**src/hw/rtl/dmms_pkg.sv**
```systemverilog
// Shared constants, codes and types for the dual moving median sum block
package dmms_pkg;

	localparam int HISTORY_DEPTH = 8;
	localparam int SAMPLE_WIDTH  = 32;
	localparam int SUM_WIDTH     = SAMPLE_WIDTH + 1;
	localparam int IDX_W         = $clog2(HISTORY_DEPTH);
	localparam int RANK_W        = $clog2(HISTORY_DEPTH + 1);

	localparam logic [RANK_W-1:0] MEDIAN_RANK = RANK_W'(HISTORY_DEPTH / 2);
	localparam logic [IDX_W-1:0]  LAST_IDX    = IDX_W'(HISTORY_DEPTH - 1);

	localparam logic OP_SAMPLE = 1'b0;
	localparam logic OP_CLEAR  = 1'b1;

	typedef struct packed {
		logic             wr_en;
		logic             clr;
		logic             adv;
		logic [IDX_W-1:0] wr_idx;
	} lane_ctrl_t;

endpackage

```
**src/hw/rtl/dmms_in_if.sv**
```systemverilog
// Input channel: opcode and one sample per load-cell channel
interface dmms_in_if;
	logic                                       valid;
	logic                                       ready;
	logic                                       opcode;
	logic signed [dmms_pkg::SAMPLE_WIDTH-1:0]   first_sample;
	logic signed [dmms_pkg::SAMPLE_WIDTH-1:0]   second_sample;

	modport source (output valid, output opcode, output first_sample,
		output second_sample, input ready);
	modport sink (input valid, input opcode, input first_sample,
		input second_sample, output ready);
	modport mon (input valid, input ready, input opcode, input first_sample,
		input second_sample);
endinterface

```
**src/hw/rtl/dmms_out_if.sv**
```systemverilog
// Output channel: summed median weight
interface dmms_out_if;
	logic                                     valid;
	logic                                     ready;
	logic signed [dmms_pkg::SUM_WIDTH-1:0]    total_weight;

	modport source (output valid, output total_weight, input ready);
	modport sink (input valid, input total_weight, output ready);
	modport mon (input valid, input ready, input total_weight);
endinterface

```
**src/hw/rtl/dmms_lane.sv**
```systemverilog
// One channel: sample ring and rank-based median selection
module dmms_lane (
	input  logic                                     clk,
	input  logic                                     arst_n,
	input  dmms_pkg::lane_ctrl_t                     ctrl,
	input  logic signed [dmms_pkg::SAMPLE_WIDTH-1:0] sample,
	output logic signed [dmms_pkg::SAMPLE_WIDTH-1:0] median_s1
);

	logic signed [dmms_pkg::SAMPLE_WIDTH-1:0] ring_q [dmms_pkg::HISTORY_DEPTH];
	logic        [dmms_pkg::HISTORY_DEPTH-1:0] pick;
	logic        [dmms_pkg::RANK_W-1:0]        rank;
	logic signed [dmms_pkg::SAMPLE_WIDTH-1:0] median_d;

	always_ff @(posedge clk or negedge arst_n) begin
		if (!arst_n) begin
			for (int i = 0; i < dmms_pkg::HISTORY_DEPTH; i++) ring_q[i] <= '0;
		end else if (ctrl.clr) begin
			for (int i = 0; i < dmms_pkg::HISTORY_DEPTH; i++) ring_q[i] <= '0;
		end else if (ctrl.wr_en) begin
			ring_q[ctrl.wr_idx] <= sample;
		end
	end

	// Rank each entry against all others; ties break by ring position
	always_comb begin
		pick = '0;
		rank = '0;
		for (int i = 0; i < dmms_pkg::HISTORY_DEPTH; i++) begin
			rank = '0;
			for (int j = 0; j < dmms_pkg::HISTORY_DEPTH; j++) begin
				if ((ring_q[j] < ring_q[i]) || ((ring_q[j] == ring_q[i]) && (j < i))) begin
					rank = rank + dmms_pkg::RANK_W'(1);
				end
			end
			pick[i] = (rank == dmms_pkg::MEDIAN_RANK);
		end
	end

	// Exactly one entry holds the median rank
	always_comb begin
		median_d = '0;
		for (int i = 0; i < dmms_pkg::HISTORY_DEPTH; i++) begin
			if (pick[i]) begin
				median_d = median_d | ring_q[i];
			end
		end
	end

	always_ff @(posedge clk) begin
		if (ctrl.adv) begin
			median_s1 <= median_d;
		end
	end

endmodule

```
**src/hw/rtl/dmms_merge.sv**
```systemverilog
// Merge: add the two lane medians into the output register
module dmms_merge (
	input  logic                                     clk,
	input  logic                                     arst_n,
	input  logic                                     valid_s1,
	input  logic signed [dmms_pkg::SAMPLE_WIDTH-1:0] first_median_s1,
	input  logic signed [dmms_pkg::SAMPLE_WIDTH-1:0] second_median_s1,
	output logic                                     adv,
	dmms_out_if.source                               result
);

	logic                                    out_valid_q;
	logic signed [dmms_pkg::SUM_WIDTH-1:0]   total_q;

	assign adv = !out_valid_q || result.ready;

	always_ff @(posedge clk or negedge arst_n) begin
		if (!arst_n) begin
			out_valid_q <= 1'b0;
		end else if (adv) begin
			out_valid_q <= valid_s1;
		end
	end

	always_ff @(posedge clk) begin
		if (adv && valid_s1) begin
			total_q <= dmms_pkg::SUM_WIDTH'(first_median_s1)
				+ dmms_pkg::SUM_WIDTH'(second_median_s1);
		end
	end

	assign result.valid        = out_valid_q;
	assign result.total_weight = total_q;

endmodule

```
**src/hw/rtl/dual_moving_median_sum_top.sv**
```systemverilog
// Top level: two median lanes, shared ring index and summing output stage
// Sample beats go into the rings; medians, then their sum, are registered.
// Throughput: one beat per cycle while the result side keeps taking beats;
// the whole pipe stalls only while a finished result waits to be taken.
// A clear beat yields no result.
// Reset (arst_n low) zeroes both rings and the index and empties the pipe.
module dual_moving_median_sum_top (
	input  logic       clk,
	input  logic       arst_n,
	dmms_in_if.sink    samples,
	dmms_out_if.source result
);

	// Pipe advance: set by the output stage, low only while a result is stalled
	logic                                     adv;
	logic                                     acc;
	logic [dmms_pkg::IDX_W-1:0]               idx_q;
	logic                                     pend_q;
	logic                                     valid_s1;
	logic signed [dmms_pkg::SAMPLE_WIDTH-1:0] first_median_s1;
	logic signed [dmms_pkg::SAMPLE_WIDTH-1:0] second_median_s1;
	dmms_pkg::lane_ctrl_t                     ctrl;

	// Take a beat whenever the pipe can move
	assign samples.ready = adv;
	assign acc           = samples.valid && adv;

	assign ctrl.wr_en  = acc && (samples.opcode == dmms_pkg::OP_SAMPLE);
	assign ctrl.clr    = acc && (samples.opcode == dmms_pkg::OP_CLEAR);
	assign ctrl.adv    = adv;
	assign ctrl.wr_idx = idx_q;

	// Shared ring index: drop to zero on clear, wrap after the last entry
	always_ff @(posedge clk or negedge arst_n) begin
		if (!arst_n) begin
			idx_q <= '0;
		end else if (ctrl.clr) begin
			idx_q <= '0;
		end else if (ctrl.wr_en) begin
			idx_q <= (idx_q == dmms_pkg::LAST_IDX) ? '0 : idx_q + dmms_pkg::IDX_W'(1);
		end
	end

	// pend_q marks rings that hold a freshly written pair whose median is
	// still to be taken; the lanes read the rings while the next beat is
	// written, so the median register captures the state before that write.
	always_ff @(posedge clk or negedge arst_n) begin
		if (!arst_n) begin
			pend_q   <= 1'b0;
			valid_s1 <= 1'b0;
		end else if (adv) begin
			pend_q   <= ctrl.wr_en;
			valid_s1 <= pend_q;
		end
	end

	dmms_lane u_lane_first (
		.clk       (clk),
		.arst_n    (arst_n),
		.ctrl      (ctrl),
		.sample    (samples.first_sample),
		.median_s1 (first_median_s1)
	);

	dmms_lane u_lane_second (
		.clk       (clk),
		.arst_n    (arst_n),
		.ctrl      (ctrl),
		.sample    (samples.second_sample),
		.median_s1 (second_median_s1)
	);

	// Sum the lane medians and hold the result until taken
	dmms_merge u_merge (
		.clk              (clk),
		.arst_n           (arst_n),
		.valid_s1         (valid_s1),
		.first_median_s1  (first_median_s1),
		.second_median_s1 (second_median_s1),
		.adv              (adv),
		.result           (result)
	);

endmodule

```
**src/flat_wrapper.sv**
```systemverilog
// flat-port wrapper written by rule: the top's interface ports become plain ports
module dual_moving_median_sum_top_flat 
  (clk, arst_n, samples_valid, samples_opcode, samples_first_sample, samples_second_sample, samples_ready, result_valid, result_total_weight, result_ready);
  dmms_in_if samples_i ();
  dmms_out_if result_i ();
  input  logic clk;
  input  logic arst_n;
  input wire logic [$bits(samples_i.valid)-1:0] samples_valid;
  input wire logic [$bits(samples_i.opcode)-1:0] samples_opcode;
  input wire logic [$bits(samples_i.first_sample)-1:0] samples_first_sample;
  input wire logic [$bits(samples_i.second_sample)-1:0] samples_second_sample;
  output wire logic [$bits(samples_i.ready)-1:0] samples_ready;
  output wire logic [$bits(result_i.valid)-1:0] result_valid;
  output wire logic [$bits(result_i.total_weight)-1:0] result_total_weight;
  input wire logic [$bits(result_i.ready)-1:0] result_ready;
  assign samples_i.valid = samples_valid;
  assign samples_i.opcode = samples_opcode;
  assign samples_i.first_sample = samples_first_sample;
  assign samples_i.second_sample = samples_second_sample;
  assign samples_ready = samples_i.ready;
  assign result_valid = result_i.valid;
  assign result_total_weight = result_i.total_weight;
  assign result_i.ready = result_ready;
  dual_moving_median_sum_top u_core (.clk(clk), .arst_n(arst_n), .samples(samples_i), .result(result_i));
endmodule
```
**config.mk**
```make
export PLATFORM = sky130hd
export DESIGN_NAME = dual_moving_median_sum_top_flat
export DESIGN_NICKNAME = d
export VERILOG_FILES = /design/src/hw/rtl/dmms_pkg.sv /design/src/hw/rtl/dmms_in_if.sv /design/src/hw/rtl/dmms_out_if.sv /design/src/hw/rtl/dmms_lane.sv /design/src/hw/rtl/dmms_merge.sv /design/src/hw/rtl/dual_moving_median_sum_top.sv /design/src/flat_wrapper.sv
export SDC_FILE = /design/constraint.sdc
export NUM_CORES = 2
export LEC_CHECK = 0
export BUFFER_PORTS_ARGS = -buffer_cell sky130_fd_sc_hd__buf_4
export CAP_MARGIN = 10
export CORE_ASPECT_RATIO = 1.75
export CORE_MARGIN = 5
export CORE_UTILIZATION = 47
export DETAILED_ROUTE_END_ITERATION = 6
export GPL_TIMING_DRIVEN = 0
export HOLD_SLACK_MARGIN = 0.05
export PLACE_DENSITY = 0.67
export SLEW_MARGIN = 5
export SYNTH_ARGS = -nofsm -noshare
export SYNTH_HDL_FRONTEND = slang
export SYNTH_HIERARCHICAL = 1
export SYNTH_SLANG_ARGS = --single-unit
```
**constraint.sdc**
```tcl
create_clock -name clk -period 8.65 [get_ports clk]
set_input_delay 0 -clock clk [delete_from_list [all_inputs] [get_ports clk]]
set_output_delay 0 -clock clk [all_outputs]
set_load 0.05 [all_outputs]
```
==> results of run 1 <==
==> Yosys cell counts, drive strengths merged, types with 86 or more instances <==
master,count,share of area
ha,1918,0.30
o211ai,139,0.014
a211oi,99,0.0099
a22oi,109,0.011
inv,621,0.030
nand4,430,0.035
nor3,122,0.0082
nor4,119,0.011
xnor2,86,0.011
nand3,274,0.017
a21oi,1165,0.074
clkbuf,297,0.015
nand2,1568,0.075
dfrtp,518,0.16
a21o,163,0.016
o21ai,304,0.020
edfxtp,97,0.037
nor2,238,0.011
==> stage by stage <==
stage          hold slack [ps]  setup TNS (ps)  utilization
2_1_floorplan           -295.6               0            -
3_3_place_gp             221.2         -192550       0.4893
3_5_place_dp             19.37          -93970       0.4964
4_1_cts                  175.1               0       0.5221
==> logic make-up after synthesis <==
| logic type | after synthesis |
|---|---|
| and+or+nand+nor | 3157 |
| AOI/OAI and AO/OA | 2673 |
| adders and majority gates | 1919 |
| buffers and inverters | 972 |
| DFF | 615 |
| xor gates and xnor gates | 149 |
| muxes | 49 |
==> layer usage <==
| layer | track usage | GRT overflow |
|---|---|---|
| met5 | 0.01382 | 0 |
| met4 | 0.7190 | 14 |
| met3 | 0.2416 | 0 |
| met2 | 0.8679 | 18 |
| met1 | 0.5350 | 0 |
==> repair_timing <==
item | 4_1_cts
endpoints found under the hold margin | 793
setup buffers | 53
setup endpoints to repair | 64
pin swaps | 19
resized for setup | 174
hold buffers | 71
==> run_results.csv, run 1 <==
group,metric,value,unit
logic_synthesis,synth_compound_area_frac,0.2222,
logic_synthesis,synthFlopType,"dfrtp_1",
logic_synthesis,ys_ff_latch,615,
floorplan,die_w,319.6,um
logic_synthesis,synthXorXnorAreaFrac,0.02230,
clock_tree,cts_buffer_depth,3,
global_routing,grt_pass1_vias,88550,
clock_tree,htreeDepth,3,
status,first-error,"[ERROR GRT-0116] Global routing finished with congestion. Check the congestion regions in the DRC Viewer.",
logic_synthesis,syn_avg_cell_area,8.267,sq um
logic_synthesis,synth_cell_types,139,
place,place_congestion,1.198,
clock_tree,numClockSinks,615,
floorplan,rows,199,
place,hpwlAfterDp,391300,um
logic_synthesis,synth_cells,9534,
clock_tree,root_buffer,"clkbuf_16",
global_routing,grt_overflow_total,32,
place,place_area,83060,sq um
place,dp_cells,11860,
place,io_buffers,39,
status,status,"stopped before the end",
place,place_ws,-2011,ps
floorplan,die_height,551.7,um
global_routing,grt_max_degree,108,
global_routing,grt_pass1_wl,726000,um
floorplan,start_util,0.4711,
logic_synthesis,synth_area,78820,sq um
logic_synthesis,synth-simple-area-share,0.1933,
clock_tree,cts_buffers,70,
logic_synthesis,async_flop_share,0.8423,
global_routing,grt_util_all_layers,0.5774,
logic_synthesis,ys_seq_area_frac,0.2014,
logic_synthesis,synth_top_family_by_area,"adder cells",
logic_synthesis,synth_edf_count,97,
logic_synthesis,yosysWarnings,6,
logic_synthesis,synthMuxAreaShare,0.006937,
logic_synthesis,synth_fa_ha_area_frac,0.3047,
floorplan,io_pins,104,
logic_synthesis,syn_nets,11520,
status,lastStage,"5_1_grt",
==> run 2, diff against run 1 <==
--- a/config.mk
+++ b/config.mk
@@ -7,13 +7,11 @@
 export LEC_CHECK = 0
 export BUFFER_PORTS_ARGS = -buffer_cell sky130_fd_sc_hd__buf_4
 export CAP_MARGIN = 10
-export CORE_ASPECT_RATIO = 1.75
 export CORE_MARGIN = 5
-export CORE_UTILIZATION = 47
+export CORE_UTILIZATION = 32
 export DETAILED_ROUTE_END_ITERATION = 6
 export GPL_TIMING_DRIVEN = 0
-export HOLD_SLACK_MARGIN = 0.05
-export PLACE_DENSITY = 0.67
+export PLACE_DENSITY_LB_ADDON = 0.15
 export SLEW_MARGIN = 5
 export SYNTH_ARGS = -nofsm -noshare
 export SYNTH_HDL_FRONTEND = slang
==> run 2 against run 1 <==
- synthesized cell count unchanged
- the flow now finishes, with violations (design-rule violations, negative setup slack)
- area after synthesis unchanged
==> run_results.csv, run 2 <==
group,metric,value,unit
status,status,"complete, but fails checks",
status,violations,"design-rule violations, negative setup slack",
logic_synthesis,synth_cell_types,139,
detailed_routing,drtAntennaViolNets,0,
job,cap_viol_max_count,0,
global_routing,grt_util_all_layers,0.3553,
clock_tree,cts_tree,"built",
global_routing,grt_pass1_wl,639800,um
critical_path,cp.arrival,9420,ps
logic_synthesis,synthFlopType,"dfrtp_1",
final_layout,layoutNonFillerInstCount,13240,
critical_path,path_class,"reg2reg",
clock_tree,cts_buffer_depth,3,
clock_tree,numClockSinks,615,
final_layout,fin_util,0.3691,
critical_path,path_buf_inv,3,
critical_path,max_stage_delay,800,ps
detailed_routing,wl_per_cell,36.09,um
final_layout,syn2layout_area_growth,14.95,%
detailed_routing,first_pass_iters,7,
sta,worstMarginPinSlew,1428,ps
clock_tree,clk_latency,770,ps
critical_path,crit_fanout,10,
logic_synthesis,yosysTopAreaCell,"ha_1",
critical_path,required,9200,ps
floorplan,die_height,506.3,um
logic_synthesis,yosysWarnings,6,
critical_path,cpMostUsedCell,"ha_1",
final_layout,nets,11890,
place,place_congestion,1.048,
sta,fmax,0.1126,GHz
sta,slew_viol_final,0,
detailed_routing,first_iter_violations,11510,
final_layout,drive_gt1_frac,0.1020,
sta,layout_setup_ws,-229.5,ps
logic_synthesis,synth_cells,9534,
logic_synthesis,ys_ff_latch,615,
detailed_routing,vias,84870,
logic_synthesis,synth_edf_count,97,
place,io_buffers,39,
critical_path,crit_slowest_cell,"dfrtp_1",
logic_synthesis,syn_nets,11520,
clock_tree,cts.clk_slew.worst_paths,60,ps
place,hpwlAfterDp,383900,um
detailed_routing,route.detailed.drc,5,
place,place_area,84230,sq um
sta,slew_headroom,0.03939,
critical_path,cp_top_family,"simple AND/OR/NAND/NOR gates",
clock_tree,cts_buffers,83,
floorplan,core_area,245500,sq um
floorplan,io_pins,104,
floorplan,die_area,256300,sq um
place,dp_cells,12860,
sta,finalCritPeriodShare,1.027,
sta,fin_skew,73.33,ps
logic_synthesis,synth_commonest_cells,"ha_1, nand2_1, a21oi_1",
logic_synthesis,async_flop_share,0.8423,
critical_path,worstSetupStartpointType,"flip-flop",
global_routing,antenna_found_initial,75,
detailed_routing,vias_per_cell,6.411,
clock_tree,htreeDepth,3,
logic_synthesis,ys_seq_area_frac,0.2014,
logic_synthesis,synth_area,78820,sq um
logic_synthesis,synthDominantCellAreaShare,0.3045,
logic_synthesis,yosysMostFrequentCell,"ha_1",
final_layout,fin_area,90600,sq um
logic_synthesis,synthTopCellsByArea,"ha_1, dfrtp_1, nand2_1, a21oi_1, edfxtp_1",
floorplan,rows,182,
global_routing,grt_pass1_vias,76950,
critical_path,endpoint_kind,"flip-flop",
floorplan,die_w,506.3,um
final_layout,mostFrequentLayoutCells,"ha_1, nand2_1, a21oi_1",
sta,finalHoldViolCount,0,
worst_hold_path,hold_class,"in2reg",
sta,min_period,8880,ps
final_layout,mostFrequentLayoutCell,"ha_1",
clock_tree,root_buffer,"clkbuf_16",
sta,finalSetupViolCount,27,
logic_synthesis,syn_avg_cell_area,8.267,sq um
global_routing,grt_max_degree,110,
global_routing,grt_overflow_total,0,
detailed_routing,wirelength,477700,um
floorplan,start_util,0.3211,
## run 2: cell counts after synthesis
No cell type changed its count.
## run 2: metal layers
layer | vias up | routed length (um) | track usage
li1 | 36640 | - | -
met1 | 42200 | 207200 | 0.4990
met2 | 5024 | 188500 | 0.5008
met3 | 990 | 55980 | 0.1020
met4 | 20 | 25880 | 0.1574
met5 | - | 140 | 0
## run 2: final cells by class
| cell class | instances | area [sq um] |
|---|---|---|
| antenna | 47 | 117.6 |
| buffer | 338 | 1555 |
| clock buffer | 114 | 2313 |
| clock inverter | 40 | 534.3 |
| fill | 25200 | 154900 |
| inverter | 622 | 2417 |
| multi-input combinational | 7947 | 60810 |
| sequential | 615 | 16000 |
| tap | 3220 | 4029 |
| timing repair buffer | 296 | 2823 |
## run 2: path summary, 6_finish.rpt
kind / startpoint / to / slack, ps / cells past startpoint
setup / recovery: u_core/u_lane_first/ring_q[31]$_DFFE_PN0P_ / u_core/u_lane_first/median_s1[9]$_DFFE_PP_ / -230 / 26
hold / removal: samples_second_sample[6] / u_core/u_lane_second/ring_q[230]$_DFFE_PN0P_ / 180 / 4
setup reg to reg: u_core/u_lane_first/ring_q[31]$_DFFE_PN0P_ / u_core/u_lane_first/median_s1[9]$_DFFE_PP_ / -230 / 26
hold reg to reg: u_core/valid_s1$_DFFE_PN0P_ / u_core/u_merge/result.valid$_DFFE_PN0N_ / 480 / 1
max in group asynchronous: arst_n / u_core/u_lane_second/ring_q[251]$_DFFE_PN0P_ / 6060 / 7
min in group asynchronous: arst_n / u_core/u_merge/result.valid$_DFFE_PN0N_ / 350 / 4
## run 2: cells by family after synthesis
| kind of cell | after synthesis | synth area share |
|---|---|---|
| fa+ha+maj | 1919 | 0.3047 |
| simple gates | 3157 | 0.1933 |
| compound gates | 2673 | 0.2222 |
| flops | 615 | 0.2014 |
| buf+inv | 972 | 0.04912 |
| xor+xnor | 149 | 0.02230 |
| mux | 49 | 0.006937 |
## run 2: per-stage QoR
| step | setup TNS [ps] | hold slack (ps) | setup WS, ps |
|---|---|---|---|
| 5_1_grt | -350.4 | 164.7 | -71.58 |
| 2_1_floorplan | 0 | -295.6 | 1366 |
| 4_1_cts | -6.603 | 116.8 | -6.603 |
| 3_3_place_gp | -215410 | 221.9 | -4673 |
| 3_5_place_dp | -129350 | -3.578 | -2582 |
| 6_report | -2608 | 176.1 | -229.5 |
## run 2: worst reg2reg max path: stages, from the launching register on
cell and delay (ps):
dfrtp_1 800, inv_1 290, ha_1 630, nand4_1 310
nor3_1 760, nand4_1 320, a21oi_1 190, o21ai_0 140
nand4_1 300, nand2_1 120, ha_1 350, xnor2_2 370
ha_1 330, mux2_2 290, ha_1 290, mux2_2 180
ha_1 240, o311ai_0 330, xnor2_1 230, xnor3_1 280
mux2_2 340, a21o_1 210, a221oi_4 330, buf_8 240
buf_2 340, a221oi_2 130, nand3_2 290
## run 2: repair_timing
| action | in CTS | in global routing |
|---|---|---|
| resized for setup | 202 | 221 |
| endpoints found under the hold margin | 661 | 0 |
| cloned | 0 | 0 |
| hold buffers | 71 | 0 |
| endpoints found under the setup margin | 64 | 64 |
| setup buffers | 43 | 74 |
| pin swaps | 28 | 39 |
Power of run 2 is left out: the tool's default activity adds up to more than one toggle a clock period on the data nets, which glitch-free logic cannot reach.
